## src/rtl/core/usgi_pkg.sv

```systemverilog
// Shared types and codes for the uniform grid spatial index.
// Used by usgi_div, usgi_cell and uniform_grid_spatial_index_core.
`default_nettype none
package usgi_pkg;

  localparam int MaxEntitiesDef = 64;
  localparam logic [30:0] CellSizeRst = 31'd12800;

  localparam logic [2:0] CMD_INSERT = 3'd0;
  localparam logic [2:0] CMD_REMOVE = 3'd1;
  localparam logic [2:0] CMD_MOVE   = 3'd2;
  localparam logic [2:0] CMD_RADIUS = 3'd3;
  localparam logic [2:0] CMD_AREA   = 3'd4;

  localparam logic [2:0] ST_HIT    = 3'd0;
  localparam logic [2:0] ST_EMPTY  = 3'd1;
  localparam logic [2:0] ST_DONE   = 3'd2;
  localparam logic [2:0] ST_ABSENT = 3'd3;
  localparam logic [2:0] ST_FULL   = 3'd4;

  typedef enum logic [1:0] {OP_HOLD, OP_INS, OP_REM, OP_ROT} cell_op_t;

  typedef struct packed {
    logic               valid;
    logic [31:0]        id;
    logic signed [31:0] cx;
    logic signed [31:0] cz;
  } slot_t;

  typedef struct packed {
    cell_op_t           op;
    logic [31:0]        id;
    logic signed [31:0] cx;
    logic signed [31:0] cz;
  } cell_ctl_t;

endpackage
`default_nettype wire

```

## src/rtl/core/usgi_div.sv

```systemverilog
// Radix-2 restoring divider with floor and ceiling correction.
// Depends on usgi_pkg.
`default_nettype none
module usgi_div
  import usgi_pkg::*;
(
  input  wire logic        clk,
  input  wire logic        rst,
  input  wire logic        go,
  input  wire logic [31:0] dividend,
  input  wire logic        sgn,
  input  wire logic        round_up,
  input  wire logic [30:0] divisor,
  output logic             done,
  output logic [31:0]      quot
);

  typedef enum logic [1:0] {D_IDLE, D_RUN, D_FIX} dstate_t;

  dstate_t     state;
  logic [4:0]  cnt;
  logic [31:0] mag;
  logic [31:0] rem;
  logic [30:0] dvs;
  logic        neg;
  logic        up;
  logic [31:0] trial;
  logic        fits;
  logic        nz;

  always_comb begin
    trial = {rem[30:0], mag[31]};
    fits  = trial >= {1'b0, dvs};
    nz    = rem != 32'd0;
  end

  always_ff @(posedge clk) begin
    done <= 1'b0;
    if (rst) begin
      state <= D_IDLE;
    end else begin
      unique case (state)
        D_IDLE: begin
          if (go) begin
            neg   <= sgn & dividend[31];
            up    <= round_up;
            mag   <= (sgn & dividend[31]) ? (~dividend + 32'd1) : dividend;
            rem   <= 32'd0;
            dvs   <= divisor;
            cnt   <= 5'd0;
            state <= D_RUN;
          end
        end
        D_RUN: begin
          // one quotient bit a cycle
          rem <= fits ? (trial - {1'b0, dvs}) : trial;
          mag <= {mag[30:0], fits};
          cnt <= cnt + 5'd1;
          if (cnt == 5'd31) state <= D_FIX;
        end
        D_FIX: begin
          if (neg)     quot <= nz ? ~mag : (~mag + 32'd1);
          else if (up) quot <= mag + {31'd0, nz};
          else         quot <= mag;
          done  <= 1'b1;
          state <= D_IDLE;
        end
        default: state <= D_IDLE;
      endcase
    end
  end

endmodule
`default_nettype wire

```

## config.mk

```make
export PLATFORM = sky130hd
export DESIGN_NAME = usgi_div
export DESIGN_NICKNAME = d
export VERILOG_FILES = /design/src/rtl/core/usgi_pkg.sv /design/src/rtl/core/usgi_div.sv
export SDC_FILE = /design/constraint.sdc
export NUM_CORES = 1
export LEC_CHECK = 0
export BUFFER_PORTS_ARGS = -buffer_cell sky130_fd_sc_hd__buf_2
export CAP_MARGIN = 20
export CORE_ASPECT_RATIO = 0.75
export CORE_MARGIN = 4
export CORE_UTILIZATION = 43
export CTS_BUF_LIST = sky130_fd_sc_hd__clkbuf_8
export CTS_CLUSTER_DIAMETER = 100
export DETAILED_ROUTE_END_ITERATION = 16
export PLACE_DENSITY = 0.7
export SLEW_MARGIN = 0
export SYNTH_ARGS = -nofsm -noshare
export SYNTH_HDL_FRONTEND = slang
export SYNTH_SLANG_ARGS = --single-unit
```

## constraint.sdc

```tcl
create_clock -name clk -period 11 [get_ports clk]
set_input_delay 2.2 -clock clk [delete_from_list [all_inputs] [get_ports clk]]
set_output_delay 2.2 -clock clk [all_outputs]
set_load 0.005 [all_outputs]
```

Word level (Yosys, flattened, before mapping)

Index checks and enable logic that the tools add are counted.

Logic and storage cells: 46
Register bits after elaboration: 137
Output and inout bits: 33

$lt $le $gt $ge: 1
$add $sub $neg: 5
Reduce and logical (&&, ||, !) cells: 7
Bitwise operators: 4
Eq/ne operators: 5
Multiplexer cells: 15

Operator list:

| operator                                            | count |
|---|---|
| two-way mux 32 bit                                  | 7 |
| case mux 32 bit (2 select lines)                    | 2 |
| adder 32 x 1 -> 32 bit, second input constant       | 2 |
| NOT 32 bit                                          | 2 |
| adder 32 x 1 -> 32 bit                              | 1 |
| >= comparator 32 x 31 -> 1 bit                      | 1 |
| nonzero test 32 bit                                 | 1 |
| subtractor 32 x 31 -> 32 bit                        | 1 |
| case mux 5 bit (2 select lines)                     | 1 |
| AND reduction 3 bit                                 | 2 |
| adder 5 x 1 -> 5 bit, second input constant         | 1 |
| equality test 5 bit, second input constant          | 1 |
| two-way mux 5 bit                                   | 1 |
| two-way mux 2 bit                                   | 2 |
| != test 2 bit, second input constant                | 2 |
| case mux 2 bit (2 select lines)                     | 1 |
| AND reduction 2 bit                                 | 2 |
| equality test 2 x 1 -> 1 bit, second input constant | 1 |
| equality test 2 bit, second input constant          | 1 |
| logical NOT 2 bit                                   | 1 |
| nonzero test 2 bit                                  | 1 |
| AND 1 bit                                           | 1 |
| two-way mux 1 bit                                   | 1 |
| NOT 1 bit                                           | 1 |

Logic depth before layout (Yosys ltp)

Depth in word-level cells: 5
Gate-level depth with buffers: 13
Gate-level depth less buffers: 12

Worst setup path after synthesis

Ideal clock, no wire load.

Path kind: in2reg
Start point: input rst
End point: register cnt[0], enable pin
Library setup time: 582 ps
Path slack: 3452 ps
Data arrival time: 6965 ps
Stages: 1
Cell sequence: nor3_1

Word-level cells in the longest chain between the ends: 2

RTL lines:

| item                                 | RTL line       | text |
|---|---|---|
| from (decl)                          | usgi_div.sv:8  | `input wire logic rst,` |
| NOT 1 bit (no source line)           | n/a            |  |
| AND reduction 3 bit (no source line) | n/a            |  |
| to (signal assigned)                 | usgi_div.sv:58 | `cnt <= cnt + 5'd1;` |
| to (decl)                            | usgi_div.sv:21 | `logic [4:0] cnt;` |

No other way between the ends.
A chain may end at the register's enable or synchronous reset.

Worst setup path after layout

Start point: input dividend[4]
End point: register mag[30], data pin

Word-level cells in the longest chain between the ends: 5

RTL lines:

| item                             | RTL line       | text |
|---|---|---|
| from (decl)                      | usgi_div.sv:10 | `input wire logic [31:0] dividend,` |
| NOT 32 bit                       | usgi_div.sv:47 | `mag <= (sgn & dividend[31]) ? (~dividend + 32'd1) : dividend;` |
| adder 32 x 1 -> 32 bit           | usgi_div.sv:47 |  |
| two-way mux 32 bit               | usgi_div.sv:47 |  |
| two-way mux 32 bit               | usgi_div.sv:44 | `if (go) begin` |
| case mux 32 bit (2 select lines) | usgi_div.sv:42 | `unique case (state)` |
| to (signal assigned)             | usgi_div.sv:47 |  |
| to (signal assigned)             | usgi_div.sv:57 | `mag <= {mag[30:0], fits};` |
| to (decl)                        | usgi_div.sv:22 | `logic [31:0] mag;` |

No other way between the ends. The select of a mux whose other input is x is not followed.

==> reports/qor.yml <==
route:
  num_vias: 7151
  via_per_inst: 5.69
  wl_per_cell_um: 17.5
  drt-pass1-iter-count: 5
  ant_nets: 0
  first_iter_violations: 769
  finalWirelength_mm: 22.0
  drc: 0
grt:
  grt_pass1_vias: 6510
  grt_max_degree: 77
  antenna_found_initial: 4
  grt-ovfl-total: 0
  grtUsageTotal: 0.190
  grt_first_pass_wirelength_mm: 35.0
worst_setup_path:
  reg2reg_from: "rem[19]$_SDFFCE_PN0P_"
  path_cells: "buf_2 > or4_1 > nor4_2 > nand4_1 > nor3_1 > a21oi_1 > xnor2_1 > o21ai_0"
  critical_path_class: "in2reg"
  cp_slowest_cell: "or4_1"
  crit_path_start: "dividend[4]"
  worst_ep_arrival_time_ns: 4.51
  rrSetupSlack_ns: 7.61
  reg2reg_depth: 12
  startpoint_type: "primary input"
  worstSetupPathDepth: 8
  cp-endpoint: "mag[30]$_DFFE_PP_"
  timing.rr.end: "quot[27]$_DFFE_PP_"
  cp.required_ns: 11.18
  cp_num_buf_inv: 1
  critPathCaptureType: "flip-flop"
  crit_fanout: 7
  critical_path.top_delay_family: "simple AND/OR/NAND/NOR gates"
  max_stage_delay_ns: 0.60
place:
  place_hpwl_mm: 16.2
  port_buffers: 100
  gp_congestion: 0.893
  place_inst: 1222
sta:
  max_freq_mhz: 231
  finalCritPeriodShare: 0.393
  finalHoldViolCount: 0
  tns_ns: 0
  hold_ws_ns: 0.583
  slew_viol_final: 0
  relSlewSlack: 0.479
  period_minus_slack_ns: 4.32
  worst_pin_slew_ns: 0.781
  rsz0062_at_grt: "no"
  skew_ns: 0.0178
  setup_viol: 0
yosys:
  seq_area_frac_synth: 0.464
  yosys-top-cells-area: "edfxtp_1, ha_1, xnor2_1"
  ys_ff_latch: 137
  yosysMostFrequentCell: "edfxtp_1"
  synth_nets: 1008
  yosys_warnings: 0
  ys.flop_type: "edfxtp_1"
  synth.avg_cell_area_um2: 9.75
  synthArstFlopShare: 0
  synth_edf_count: 134
  synth_cell_type_count: 67
  synth_common_cells: "edfxtp_1, nor2_1, nand2_1, o21ai_0, a21oi_1"
  netlist_area_um2: 8790
  synth_top_area_share: 0.458
  synth_area_leader_cell: "edfxtp_1"
  synth_cells: 902
cells_and_area:
  instances_no_fill: 1256
  nNetsFinal: 1090
  syn_to_final_growth_pct: 12.9
  fillers: 1916
  drive_gt1_frac: 0.153
clocking:
  post_cts_buffers: 0
  clockRootBuffer: "clkbuf_8"
  clk_path_buf_depth: 2
  ctsHoldBuffers: 0
  cts_resized: 0
  cts.clk_slew.worst_paths_ns: 0.08
  cts_buffers: 17
  htreeDepth: 4
  cts_sinks: 137
  clk_latency_ns: 0.46
  cts_tree: "built"
worst_hold_path:
  hold_depth: 1
  min_path_type: "reg2reg"
power_and_ir_drop:
  clockPowerShare: 0.321
  switchingPower_w: 0.000409
  cellLeakagePower_nw: 3.76
  switching_share: 0.301
  ir_drop_mv: 0.0653
  p_int_w: 0.000948
  combPwrFrac: 0.201
  power_density_nw_per_um2: 137
  seqPwrFrac: 0.478
run:
  cap_viol_max_count: 0
floorplanning:
  rows: 45
  dieArea_um2: 22800
  die_h_um: 132
  core_area_um2: 20200
  io_pins: 101
  die_x_um: 173
  start_util: 0.436
outcome:
  status: "finished clean"
## worst min path at each step
stage / from / slack [ns] / endpoint
final: state[0]$_SDFFE_PP0P_ / 0.58 / state[0]$_SDFFE_PP0P_
after global routing: state[0]$_SDFFE_PP0P_ / 0.63 / state[0]$_SDFFE_PP0P_
after CTS: state[0]$_SDFFE_PP0P_ / 0.59 / state[0]$_SDFFE_PP0P_
after detailed placement: state[0]$_SDFFE_PP0P_ / 0.57 / state[0]$_SDFFE_PP0P_
after global placement: state[0]$_SDFFE_PP0P_ / 0.56 / state[0]$_SDFFE_PP0P_
after floorplan: state[0]$_SDFFE_PP0P_ / 0.49 / done$_SDFF_PP0_
## power groups by stage
stage	clock network [W]	registers (W)	logic (W)
2_1_floorplan	0	0.000645	0.000207
3_3_place_gp	0	0.000658	0.000264
3_5_place_dp	0	0.000659	0.000268
4_1_cts	0.000445	0.000648	0.000270
5_1_grt	0.000469	0.000652	0.000304
6_report	0.000436	0.000649	0.000273
## placed cells by master (no fill, tap or decap), types with 4 or more instances in the layout
cell / synthesis / layout
inv_1: 53 / 53
nand4b_1: 5 / 5
a21o_1: 11 / 11
and3_1: 7 / 7
xor2_1: 34 / 34
edfxtp_1: 134 / 134
nor2_1: 81 / 81
ha_1: 37 / 37
o22ai_1: 10 / 10
o31a_1: 5 / 5
nand4_1: 19 / 19
o41ai_1: 7 / 7
nand2b_1: 9 / 9
a21oi_1: 59 / 59
o21a_1: 10 / 10
nor4_1: 14 / 14
or3_1: 9 / 9
nor3_1: 14 / 13
o211ai_1: 7 / 7
and2_1: 6 / 6
nand2_1: 79 / 79
nand3_1: 20 / 20
and4_1: 4 / 4
o31ai_1: 10 / 10
or2_2: 4 / 4
o21ai_0: 73 / 73
a31oi_1: 5 / 5
xnor2_1: 48 / 48
clkinvlp_4: 0 / 4
buf_2: 5 / 100
mux2i_1: 14 / 14
a211oi_1: 9 / 9
buf_4: 0 / 7
or4_1: 5 / 5
clkbuf_8: 0 / 17
## per-stage QoR
step	total power, W	util	setup WS, ns	cell area (um2)
after detailed placement	0.000928	0.472	6.24	9510
after global routing	0.00143	0.493	6.43	9930
after global placement	0.000922	0.472	6.29	9510
final	0.00136	0.493	6.68	9930
after floorplan	0.000852	-	3.45	8790
after CTS	0.00136	0.492	6.74	9920
## layout make-up
type                       count  area, um2  area share
antenna                        1       2.50    0.000252
clock buffer                  17        234      0.0236
clock inverter                15        173      0.0174
inverter                      53        199      0.0200
multi-input combinational    667       4350       0.438
sequential                   137       4080       0.411
tap                          258        323      0.0325
timing repair buffer         108        564      0.0568
## flip-flops by register name, indices dropped and copies added (netlist names)
name,flops
neg,1
dvs,31
quot,32
state,2
cnt,5
mag,32
rem,32
up,1
done,1
## metal layers
metal	vias up	global-route usage	part of all wire
li1	3502	-	-
met1	3334	0.296	0.50
met2	281	0.263	0.41
met3	28	0.0476	0.073
met4	6	0.0443	0.012
met5	-	0	0.0018
## worst reg2reg max path, delay by kind of cell (launching register included)
family        cells  cell delay, ns
fa+ha+maj         1            0.23
flops             1            0.42
buf+inv           1            0.18
xor+xnor          1            0.14
simple gates      9            2.16
## logic make-up (layout without fill, tap and decap cells)
logic type | after synthesis | in the layout | share of synthesized area
XOR/XNOR | 82 | 82 | 0.0817
AO/OA/AOI/OAI | 235 | 235 | 0.167
multiplexers | 14 | 14 | 0.0159
flip-flops | 137 | 137 | 0.464
buffers and inverters | 98 | 193 | 0.0434
other | 0 | 1 | 0
adder cells (fa/ha/maj) | 38 | 38 | 0.0549
AND/OR/NAND/NOR | 298 | 298 | 0.172
No activity file was read; power rests on OpenSTA's default activity.
