`config.mk`:
```
export PLATFORM = sky130hd
export DESIGN_NAME = usgi_cell
export DESIGN_NICKNAME = d
export VERILOG_FILES = /design/src/rtl/core/usgi_pkg.sv /design/src/rtl/core/usgi_cell.sv
export SDC_FILE = /design/constraint.sdc
export NUM_CORES = 1
export LEC_CHECK = 0
export ABC_AREA = 0
export ABC_CLOCK_PERIOD_IN_PS = 7500
export BUFFER_PORTS_ARGS = -buffer_cell sky130_fd_sc_hd__buf_2
export CORE_AREA = 8 8 149 151
export DETAILED_ROUTE_END_ITERATION = 8
export DIE_AREA = 0 0 157 159
export GPL_ROUTABILITY_DRIVEN = 0
export GPL_TIMING_DRIVEN = 0
export MAX_ROUTING_LAYER = met4
export PLACE_DENSITY = 0.77
export SYNTH_ARGS = -nofsm -noshare
export SYNTH_HDL_FRONTEND = slang
export SYNTH_SLANG_ARGS = --single-unit
```
`constraint.sdc`:
```
create_clock -name clk -period 7.5 [get_ports clk]
set_clock_uncertainty 0.1 [all_clocks]
set_input_delay 0.75 -clock clk [delete_from_list [all_inputs] [get_ports clk]]
set_output_delay 0.75 -clock clk [all_outputs]
set_load 0.01 [all_outputs]
```
`src/rtl/core/usgi_pkg.sv`:
```
// Shared types and codes for the uniform grid spatial index.
// Used by usgi_div, usgi_cell and uniform_grid_spatial_index_core.
`default_nettype none
package usgi_pkg;

  localparam int MaxEntitiesDef = 64;
  localparam logic [30:0] CellSizeRst = 31'd12800;

  localparam logic [2:0] CMD_INSERT = 3'd0;
  localparam logic [2:0] CMD_REMOVE = 3'd1;
  localparam logic [2:0] CMD_MOVE   = 3'd2;
  localparam logic [2:0] CMD_RADIUS = 3'd3;
  localparam logic [2:0] CMD_AREA   = 3'd4;

  localparam logic [2:0] ST_HIT    = 3'd0;
  localparam logic [2:0] ST_EMPTY  = 3'd1;
  localparam logic [2:0] ST_DONE   = 3'd2;
  localparam logic [2:0] ST_ABSENT = 3'd3;
  localparam logic [2:0] ST_FULL   = 3'd4;

  typedef enum logic [1:0] {OP_HOLD, OP_INS, OP_REM, OP_ROT} cell_op_t;

  typedef struct packed {
    logic               valid;
    logic [31:0]        id;
    logic signed [31:0] cx;
    logic signed [31:0] cz;
  } slot_t;

  typedef struct packed {
    cell_op_t           op;
    logic [31:0]        id;
    logic signed [31:0] cx;
    logic signed [31:0] cz;
  } cell_ctl_t;

endpackage
`default_nettype wire

```
`src/rtl/core/usgi_cell.sv`:
```
// One cell of the sorted entity chain; holds one slot.
// Depends on usgi_pkg.
`default_nettype none
module usgi_cell
  import usgi_pkg::*;
(
  input  wire logic      clk,
  input  wire logic      rst,
  input  wire cell_ctl_t ctl,
  input  wire slot_t     prev_ent,
  input  wire slot_t     next_ent,
  input  wire logic      prev_p,
  input  wire logic      prev_q,
  output slot_t          ent,
  output logic           p,
  output logic           q,
  output logic           match,
  output logic           same
);

  slot_t ent_next;
  logic  gt;

  always_comb begin
    gt    = (ent.cx > ctl.cx) || ((ent.cx == ctl.cx) && (ent.cz > ctl.cz));
    match = ent.valid && (ent.id == ctl.id);
    same  = match && (ent.cx == ctl.cx) && (ent.cz == ctl.cz);
    p     = !ent.valid || gt;
    q     = prev_q || match;
  end

  always_comb begin
    ent_next = ent;
    unique case (ctl.op)
      OP_HOLD: ent_next = ent;
      OP_INS: begin
        // take the new slot at the boundary, shift right behind it
        if (p && !prev_p) ent_next = '{valid: 1'b1, id: ctl.id, cx: ctl.cx, cz: ctl.cz};
        else if (p)       ent_next = prev_ent;
      end
      OP_REM: if (q) ent_next = next_ent;
      OP_ROT: ent_next = next_ent;
    endcase
  end

  always_ff @(posedge clk) begin
    if (rst) ent.valid <= 1'b0;
    else     ent       <= ent_next;
  end

endmodule
`default_nettype wire

```
## Word-level counts from Yosys, hierarchy flattened

Index checks and enable logic that the tools add are counted.

| word-level totals | value |
|---|---|
| memories kept | 0 |
| bits in latches | 0 |
| bits of input ports | 296 |
| logic and storage cells | 33 |
| memory bits (writable) | 0 |
| ROM bits | 0 |
| output and inout bits | 101 |
| register bits after elaboration | 97 |

| cells by class | value |
|---|---|
| reductions and logical operators | 13 |
| magnitude comparators | 2 |
| mux-type cells | 4 |
| add/subtract/negate cells | 0 |
| equality and inequality tests | 8 |
| multiply operators | 0 |
| shift-type cells | 0 |
| divide/modulo/power cells | 0 |
| bitwise operators | 2 |

Operators with widths:

| kind | count |
|---|---|
| 2-to-1 mux 97 bit | 3 |
| case mux 97 bit (3 select lines) | 1 |
| == test 32 bit | 3 |
| greater-than comparator 32 bit | 2 |
| logical AND 1 bit | 5 |
| == test 2 bit (second input constant) | 2 |
| AND reduction 4 bit | 1 |
| logical OR 1 bit | 3 |
| != test 3 bit (second input constant) | 1 |
| AND reduction 3 bit | 1 |
| == test 2 x 1 -> 1 bit (second input constant) | 1 |
| logical NOT 1 bit | 2 |
| logical NOT 2 bit | 1 |
| != test 2 bit (second input constant) | 1 |
| NOT 1 bit | 2 |

## Depth between registers and ports, before layout

Gate-level depths: netlist of run 1.

| depth | value |
|---|---|
| word-level depth | 7 |
| gate-level depth with buffers | 13 |

## Worst setup path after synthesis of run 1

No wires, ideal clock.

| timing path | value |
|---|---|
| kind | input -> register |
| start point | input ctl[39] in the netlist's numbering |
| end point | register ent[0] in the netlist's numbering (enable) |
| stages | 12 |
| arrival time | 5.164 ns |
| library setup time | 0.466 ns |
| slack | 1.771 ns |
| cells stage by stage | inv_1 -> ha_1 -> nand4_2 -> nor4_2 -> nand4_1 -> a211o_1 -> or4b_4 -> nand4b_4 -> or2_1 -> buf_4 -> buf_6 -> and2_1 |

| on the way | value |
|---|---|
| word-level cells in the longest chain between the ends | 7 |

Ends and longest elaborated chain:

| element | line | RTL |
|---|---|---|
| start, declared | usgi_cell.sv:9 | `input wire cell_ctl_t ctl,` |
| branches (longest 2 deep; another with greater-than comparator 32 bit) | n/a |  |
| logical OR 1 bit (*) | usgi_cell.sv:25 | `gt = (ent.cx > ctl.cx) \|\| ((ent.cx == ctl.cx) && (ent.cz > ctl.cz));` |
| logical OR 1 bit (*) | usgi_cell.sv:28 | `p = !ent.valid \|\| gt;` |
| logical AND 1 bit | usgi_cell.sv:38 | `if (p && !prev_p) ent_next = '{valid: 1'b1, id: ctl.id, cx: ctl.cx, cz: ctl.cz};` |
| != test 3 bit (no source line) (*) | n/a |  |
| AND reduction 4 bit (no source line) (*) | n/a |  |
| end signal, assigned | usgi_cell.sv:48 | `else ent <= ent_next;` |
| end, declared | usgi_cell.sv:14 | `output slot_t ent,` |

Every way passes the cells marked *.
A chain may end at the register's enable or synchronous reset.

## Worst setup path in the final report of run 1

| timing path | value |
|---|---|
| start point | input ctl[46] in the netlist's numbering |
| end point | output p |

| on the way | value |
|---|---|
| word-level cells in the longest chain between the ends | 4 |

Ends and longest elaborated chain:

| element | line | RTL |
|---|---|---|
| branches (longest 2 deep; another with greater-than comparator 32 bit) | n/a |  |
| logical OR 1 bit (*) | usgi_cell.sv:25 |  |
| logical OR 1 bit (*) | usgi_cell.sv:28 |  |
| end, declared | usgi_cell.sv:15 | `output logic p,` |

Marked as above.

==> results of run 1 <==
[layout make-up]
class                   instances  area [µm²]  share of cell area (%)
multi-input cells             712        5360                    46.0
diodes                          8        20.0                   0.172
inverters                      70         263                    2.26
repair buffers                396        2000                    17.2
flip-flops and latches         97        2900                    24.9
well taps                     270         338                    2.90
clock inverters                 7        68.8                   0.591
plain buffers                  82         464                    3.99
clock buffers                   9         225                    1.93
[layer usage]
| metal | part of all wire (%) | global-route usage (%) | vias to the layer above |
|---|---|---|---|
| li1 | - | - | 4590 |
| met1 | 38 | 36.0 | 4655 |
| met2 | 47 | 48.0 | 652 |
| met3 | 9.8 | 5.73 | 110 |
| met4 | 4.4 | 15.0 | 0 |
| met5 | 0 | - | - |
[power by group]
part | switching [µW] | leakage (µW) | internal (µW)
combinational | 377 | 0.00410 | 264
sequential | 33.0 | 0.000917 | 661
clock | 235 | 0.000144 | 260
total | 645 | 0.00516 | 1180
[critical path, stage by stage]
cell      delay [ps]
buf_2             90
inv_1             50
ha_1             310
nand4_1          200
nor4_2           320
nand4_1          290
o21ai_0          230
clkbuf_1         510
or2_2            200
buf_2            270
clkbuf_1         450
nand2b_1         100
buf_2            160
[stage by stage]
stage	hold slack [ps]	cells
floorplan	513	961
global placement	596	1626
detailed placement	588	1627
CTS	551	1643
global route	622	1651
finish	563	1651
[logic make-up (layout without fill, tap and decap cells)]
group	count (synthesis)	count (layout)
AND/OR/NAND/NOR	393	393
AO/OA/AOI/OAI	223	223
buffers and inverters	152	564
flip-flops	97	97
adder cells (fa/ha/maj)	64	64
XOR/XNOR	32	32
other	0	8
[Yosys cell counts (22+ instances only)]
library cell | instances | area share, %
nand2_1 | 46 | 1.9
nor2_1 | 68 | 2.8
clkbuf_1 | 53 | 2.2
nor3_1 | 65 | 3.6
o221a_2 | 22 | 2.8
inv_1 | 69 | 2.9
ha_1 | 64 | 8.9
nand2b_1 | 37 | 2.6
edfxtp_1 | 96 | 32
and3_1 | 61 | 4.2
o41ai_1 | 35 | 3.4
o32ai_1 | 61 | 5.9
a21oi_1 | 24 | 1.3
xor2_1 | 31 | 3.0
nor4_2 | 60 | 8.4
o21ai_0 | 41 | 2.3
[path summary, 6_finish.rpt]
| kind | to | cells after the start |
|---|---|---|
| worst max-delay path | p | 13 |
| worst min-delay path | ent[96] | 2 |
| worst max register to register | ent[34] | 12 |
| worst min register to register | ent[96] | 2 |
==> summary.txt, run 1 <==
Logic synthesis
  – Flip-flop and latch count after synthesis: 97
  – Share of synthesized flip-flops with an asynchronous set or reset: 0%
  – Dominant combinational cell family by area after synthesis: simple AND/OR/NAND/NOR gates
  – Area share of fa/ha/maj cells after synthesis: 8.91%
  – Net count after synthesis: approximately 1300
  – Area fraction in and, or, nand and nor cells after synthesis: about 28%
  – Synthesized netlist cell count: just under 1000
  – Prevailing post-synth register cell: edfxtp_1
  – Yosys synthesis warning count: 0
  – Synth unique cells: between 50 and 60
  – Synth Cell Area: 8980 µm²
  – Post-synth EDFFs: between 90 and 100
  – Share of the synthesized area in compound gates (AO/OA/AOI/OAI): approximately a fifth
  – Avg Inst Size Synth: a little over 9 µm²
  – Xor and xnor fraction of the mapped netlist area: under 10%
  – Sequential cell area fraction in the yosys report: between 30% and 40%
  – Multiplexer share of the synthesized area: 0%

Global route
  – Via count of the first global-routing pass: 10555
  – First-pass GRT wire length: between 50 and 60 mm
  – Initial antenna violation count: 8
  – Maximum number of pins on one net before global-route repair: between 50 and 60
  – Global Route Usage Sum: between 30% and 40%
  – Aggregate global routing overflow: 0

Power
  – Max VDD drop: roughly 0.13 mV
  – Leakage component of the power: ~0.0052 µW
  – Final Power: around 1800 µW
  – Pwr dens: 157 nW/µm²

CTS
  – Number of buffers created by CTS: 9
  – Count of hold-fix buffers inserted at cts: 0
  – TritonCTS sink count: 97
  – Source-to-sink clock delay at the later pin of the worst-skew pair: around 360 ps
  – Setup fix buffers added after clock tree synthesis: 0
  – Depth of the CTS H-tree: 3
  – Clock tree buffer depth: 2
  – Clock tree from TritonCTS: done
  – Clock edge transition at the registers on the reported setup and hold paths: 70 ps
  – Clock tree root driver cell: clkbuf_16
  – Resized Gates After CTS: 0

Drt
  – Overall via count from detail_route: between 10000 and 15000
  – Number of remaining DRC errors: 0
  – Number of iterations in the first detailed-routing pass: 5
  – Number of antenna-violating nets in the routed design: 0
  – Avg WL per Cell: 22.8 µm
  – Vias per cell: between 6 and 7
  – Final routed wirelength across all metal layers: 37.7 mm
  – Count of routing violations after the opening detailed-route iteration: roughly 940

Die
  – Initial standard-cell utilization of the core: a little under half
  – Number of rows created at floorplan: 52
  – Die Area: around 25000 µm²
  – Width of the die: 157 µm
  – Top-Level Pins: a little under 400
  – Chip height: 159 µm
  – Placeable core region: roughly 20000 µm²

Finish
  – Share of final-layout standard cells stronger than drive strength 1: around two fifths
  – Max reg flops: 97
  – Largest registers ranked by flip-flop count: ent: 97 flops
  – Final #Nets: 1728
  – Commonest cells after routing, fill and taps aside: 408 x buf_2, 96 x edfxtp_1, 69 x inv_1, 68 x nor2_1, 65 x nor3_1
  – Final core utilization: between 50% and 60%
  – Post-route design area: between 10000 and 15000 µm²
  – Total of fill cells in the finished design: roughly 1800
  – Most common cell after layout, fill and taps aside: buf_2
  – Largest register by flop count: ent
  – Area Overhead vs Synth: 29.6%

Critical path
  – Startpoint type of the worst setup path: input port
  – Critical path capture point type: output port
  – Setup Crit Path Kind: in -> out
  – WP data required: around 6700 ps
  – Data arrival, critical path: 3940 ps
  – Worst Path Max Fanout: 10
  – Beginning of the worst register-to-register path: ent[46]
  – First element of the critical path: ctl[46]
  – Reg-to-reg setup timing slack: 2940 ps

STA
  – Final-report max-slew violation count: 0
  – RSZ-0062 raised after global routing: no
  – Final Setup Violations: 0
  – Number of endpoints with negative hold slack in the final report: 0
  – Max transition margin: between 20% and 30%
  – Clock period minus worst slack: between 4000 and 5000 ps
  – Worst path setup slack after routing: between 2000 and 3000 ps
  – Final period utilization: a little under two thirds
  – TNS Setup: 0 ps
  – Pin slew with the least headroom to its limit: between 1000 and 1500 ps
  – Highest achievable clock rate: between 200 and 250 MHz

Placed design
  – Quantity of I/O buffers inserted on ports: about 400
  – Total cell area at the placement stage: ~11000 µm²
  – DP HPWL: slightly below 30 mm
  – Post-place setup slack: 2410 ps

Min path
  – Hold Crit Class: in -> reg
  – Hold_sp: rst

Flow run
  – Number of max-cap violations: 0

Run status
  – Outcome: finished clean
Note: power is estimated with default switching activity, not from simulation.
==> run 2, diff against run 1 <==
--- a/config.mk
+++ b/config.mk
@@ -6,7 +6,7 @@
 export NUM_CORES = 1
 export LEC_CHECK = 0
 export ABC_AREA = 0
-export ABC_CLOCK_PERIOD_IN_PS = 7500
+export ABC_CLOCK_PERIOD_IN_PS = 4500
 export BUFFER_PORTS_ARGS = -buffer_cell sky130_fd_sc_hd__buf_2
 export CORE_AREA = 8 8 149 151
 export DETAILED_ROUTE_END_ITERATION = 8
==> constraint.sdc (replaced) <==
create_clock -name clk -period 4.5 [get_ports clk]
set_clock_uncertainty 0.1 [all_clocks]
set_input_delay 0.45 -clock clk [delete_from_list [all_inputs] [get_ports clk]]
set_output_delay 0.45 -clock clk [all_outputs]
set_load 0.01 [all_outputs]
==> run 2 against run 1 <==
Against the previous run:
- clock power grew 71%
- global-route usage shrank 0.22 points
- sequential share of layout area is essentially flat
- worst hold slack lost 300 ps
- final area grew 0.16%
- non-clock buffer count grew 1
- via count grew 1.5%
- combinational power grew 67%
- sequential power grew 66%
- wire length grew 0.77%
- register-to-register slack lost 2800 ps
==> summary.txt, run 2 (same netlist as run 1, synthesis figures left out) <==
STA
  – Final-report max-slew violation count: 0 (unchanged)
  – Clock period minus worst slack: ~4400 ps
  – Number of endpoints with negative hold slack in the final report: 0 (unchanged)
  – RSZ-0062 raised after global routing: yes
  – Pin slew with the least headroom to its limit: 1030 ps (-35.2 ps)
  – Max transition margin: 30.9% (+2.4 points)
  – Highest achievable clock rate: around 230 MHz
  – Final Setup Violations: 0 (unchanged)
  – TNS Setup: 0 ps (unchanged)
  – Final period utilization: 97.2%

Critical path
  – Beginning of the worst register-to-register path: ent[37]
  – CP Buf/Inv Count: 4 (-2)
  – Startpoint type of the worst setup path: flop
  – Reg2reg path depth: 13 (+1)
  – WP data required: 4430 ps (-2220 ps)
  – Category of cells accounting for the largest share of critical-path delay: simple AND/OR/NAND/NOR gates
  – Setup Crit Path Kind: reg -> reg
  – Worst flop-to-flop path endpoint: ent[43]
  – Maximum single-stage delay on the critical path: 500 ps (about the same)
  – Reg-to-reg setup timing slack: 120 ps (-2820 ps)
  – First element of the critical path: ent[37]
  – Data arrival, critical path: 4300 ps (+360 ps)
  – Critical path capture point type: flop
  – Worst-path cell with the longest stage delay: or4b_4
  – Most frequent cell on the critical path: buf_4
  – Critical path, cell by cell: ha_1 > nand4_2 > nor4_2 > nand4_1 > buf_4 > a211o_1 > or4b_4 > nand4b_4 > or2_1 > buf_4 > buf_6 > and2_4 > buf_16
  – Worst Path Max Fanout: 57 (+47)

Power
  – Switching portion of total power: 35.5% (+0.28 points)
  – Combinational cell fraction of total power: 34.9% (about the same)
  – Cell internal power dissipation: 1980 µW (+67%)
  – Leakage component of the power: 0.00517 µW (+0.19%)
  – Sequential share of power: 37.6% (-0.3 points)
  – Max VDD drop: 0.174 mV (+38%)
  – Pwr dens: 263 nW/µm² (+68%)
  – Clock network power share: 27.5% (+0.5 points)
  – Switching power: 1090 µW (+69%)

Finish
  – Share of final-layout standard cells stronger than drive strength 1: 38.5% (+0.24 points)
  – Most common cell after layout, fill and taps aside: buf_2
  – Area Overhead vs Synth: 29.8%
  – Non-Filler Instances: 1651 (unchanged)
  – Largest registers ranked by flip-flop count: ent: 97 flops
  – Final #Nets: 1730 (+0.12%)
  – Max reg flops: 97 (unchanged)
  – Commonest cells after routing, fill and taps aside: 408 x buf_2, 96 x edfxtp_1, 69 x inv_1, 68 x nor2_1, 65 x nor3_1
  – Largest register by flop count: ent

Placed design
  – Quantity of I/O buffers inserted on ports: 395 (unchanged)
  – DP HPWL: 29.5 mm (-0.68%)
  – Post-Place Cells: 1627 (unchanged)

Flow run
  – Number of max-cap violations: 0 (unchanged)

CTS
  – Source-to-sink clock delay at the later pin of the worst-skew pair: 370 ps (about the same)
  – Clock edge transition at the registers on the reported setup and hold paths: 80 ps (about the same)
  – Clock tree buffer depth: 2 (unchanged)
  – Number of buffers created by CTS: 9 (unchanged)
  – Depth of the CTS H-tree: 3 (unchanged)
  – TritonCTS sink count: 97 (unchanged)
  – Clock tree root driver cell: clkbuf_16
  – Clock tree from TritonCTS: done

Die
  – Placeable core region: 19800 µm² (unchanged)
  – Top-Level Pins: 397 (unchanged)
  – Die Area: 25000 µm² (unchanged)
  – Chip height: 159 µm (unchanged)
  – Number of rows created at floorplan: 52 (unchanged)
  – Width of the die: 157 µm (unchanged)
  – Initial standard-cell utilization of the core: 45.3% (unchanged)

Min path
  – Hold path depth: 2 (unchanged)
  – Hold_sp: rst
  – Endpoint with the worst hold slack: ent[96]
  – Hold Crit Class: in -> reg

Global route
  – First-pass GRT wire length: 57.2 mm (-0.76%)
  – Initial antenna violation count: 6 (-2)
  – Via count of the first global-routing pass: 10267 (-2.7%)
  – Routing layer with the top usage in global route: met2
  – Aggregate global routing overflow: 0 (unchanged)
  – Maximum number of pins on one net before global-route repair: 58 (+14%)
  – Met2 Usage GRT: 48.6% (+0.59 points)
  – Global Route Usage Sum: 30.0% (-0.22 points)
  – Met1 usage: 35.9% (about the same)
  – Fraction of met3 tracks used by global routing: 5.81% (+0.081 points)

Drt
  – Overall via count from detail_route: 10161 (+1.5%)
  – Avg WL per Cell: 23.0 µm (+0.77%)
  – Number of iterations in the first detailed-routing pass: 5 (unchanged)
  – Number of antenna-violating nets in the routed design: 0 (unchanged)
  – Final routed wirelength across all metal layers: 38.0 mm (+0.77%)
  – Count of routing violations after the opening detailed-route iteration: 871 (-7.4%)
  – Number of remaining DRC errors: 0 (unchanged)
  – Vias per cell: 6.15 (+1.5%)

Run status
  – Outcome: finished clean
[run 2: worst max-delay path by stage]
stage          cells after the start  slack [ps]      end
6_report                          13         120  ent[43]
5_1_grt                           13         -20  ent[43]
4_1_cts                           12           1   ent[2]
3_5_place_dp                      14        -340  ent[22]
3_3_place_gp                      13       -1390  ent[25]
2_1_floorplan                     12         130   ent[0]
[run 2: metrics by stage]
stage | worst slack (ps) | hold slack, ps | area [µm²] | power, µW | utilization, %
floorplan | 134 | 511 | 8980 | 1770 | -
global placement | -1390 | 610 | 11300 | 2200 | 56.9
detailed placement | -344 | 615 | 11300 | 2230 | 57.1
CTS | 0.964 | 247 | 11600 | 3070 | 58.6
global route | -17.7 | 294 | 11700 | 3200 | 58.8
finish | 124 | 260 | 11700 | 3070 | 58.8
[run 2: layout make-up]
type                    instances  area [µm²]
diodes                          6        15.0
clock inverters                 7        76.3
flip-flops and latches         97        2900
fillers                      1787        8180
multi-input cells             713        5360
repair buffers                397        2010
plain buffers                  82         465
well taps                     270         338
clock buffers                   9         225
inverters                      70         263
[run 2: routing by layer]
layer	vias to the layer above	wire length (µm)
met5	-	0
met3	81	3660
met2	648	18500
met4	0	1230
li1	4596	-
met1	4836	14600
[run 2: what timing repair did]
action	4_1_cts	5_1_grt
buffers inserted	0	1
gates resized for setup	0	2
pin swaps	1	1
hold buffers	0	0
hold endpoints to repair	0	0
gates cloned	1	0
setup endpoints to repair	57	58
[run 2: power by group through the flow]
stage,logic (µW),clock network [µW],registers (µW)
2_1_floorplan,577,0,1190
3_5_place_dp,1060,0,1170
5_1_grt,1160,879,1160
4_1_cts,1060,852,1150
6_report,1070,845,1150
3_3_place_gp,1030,0,1170
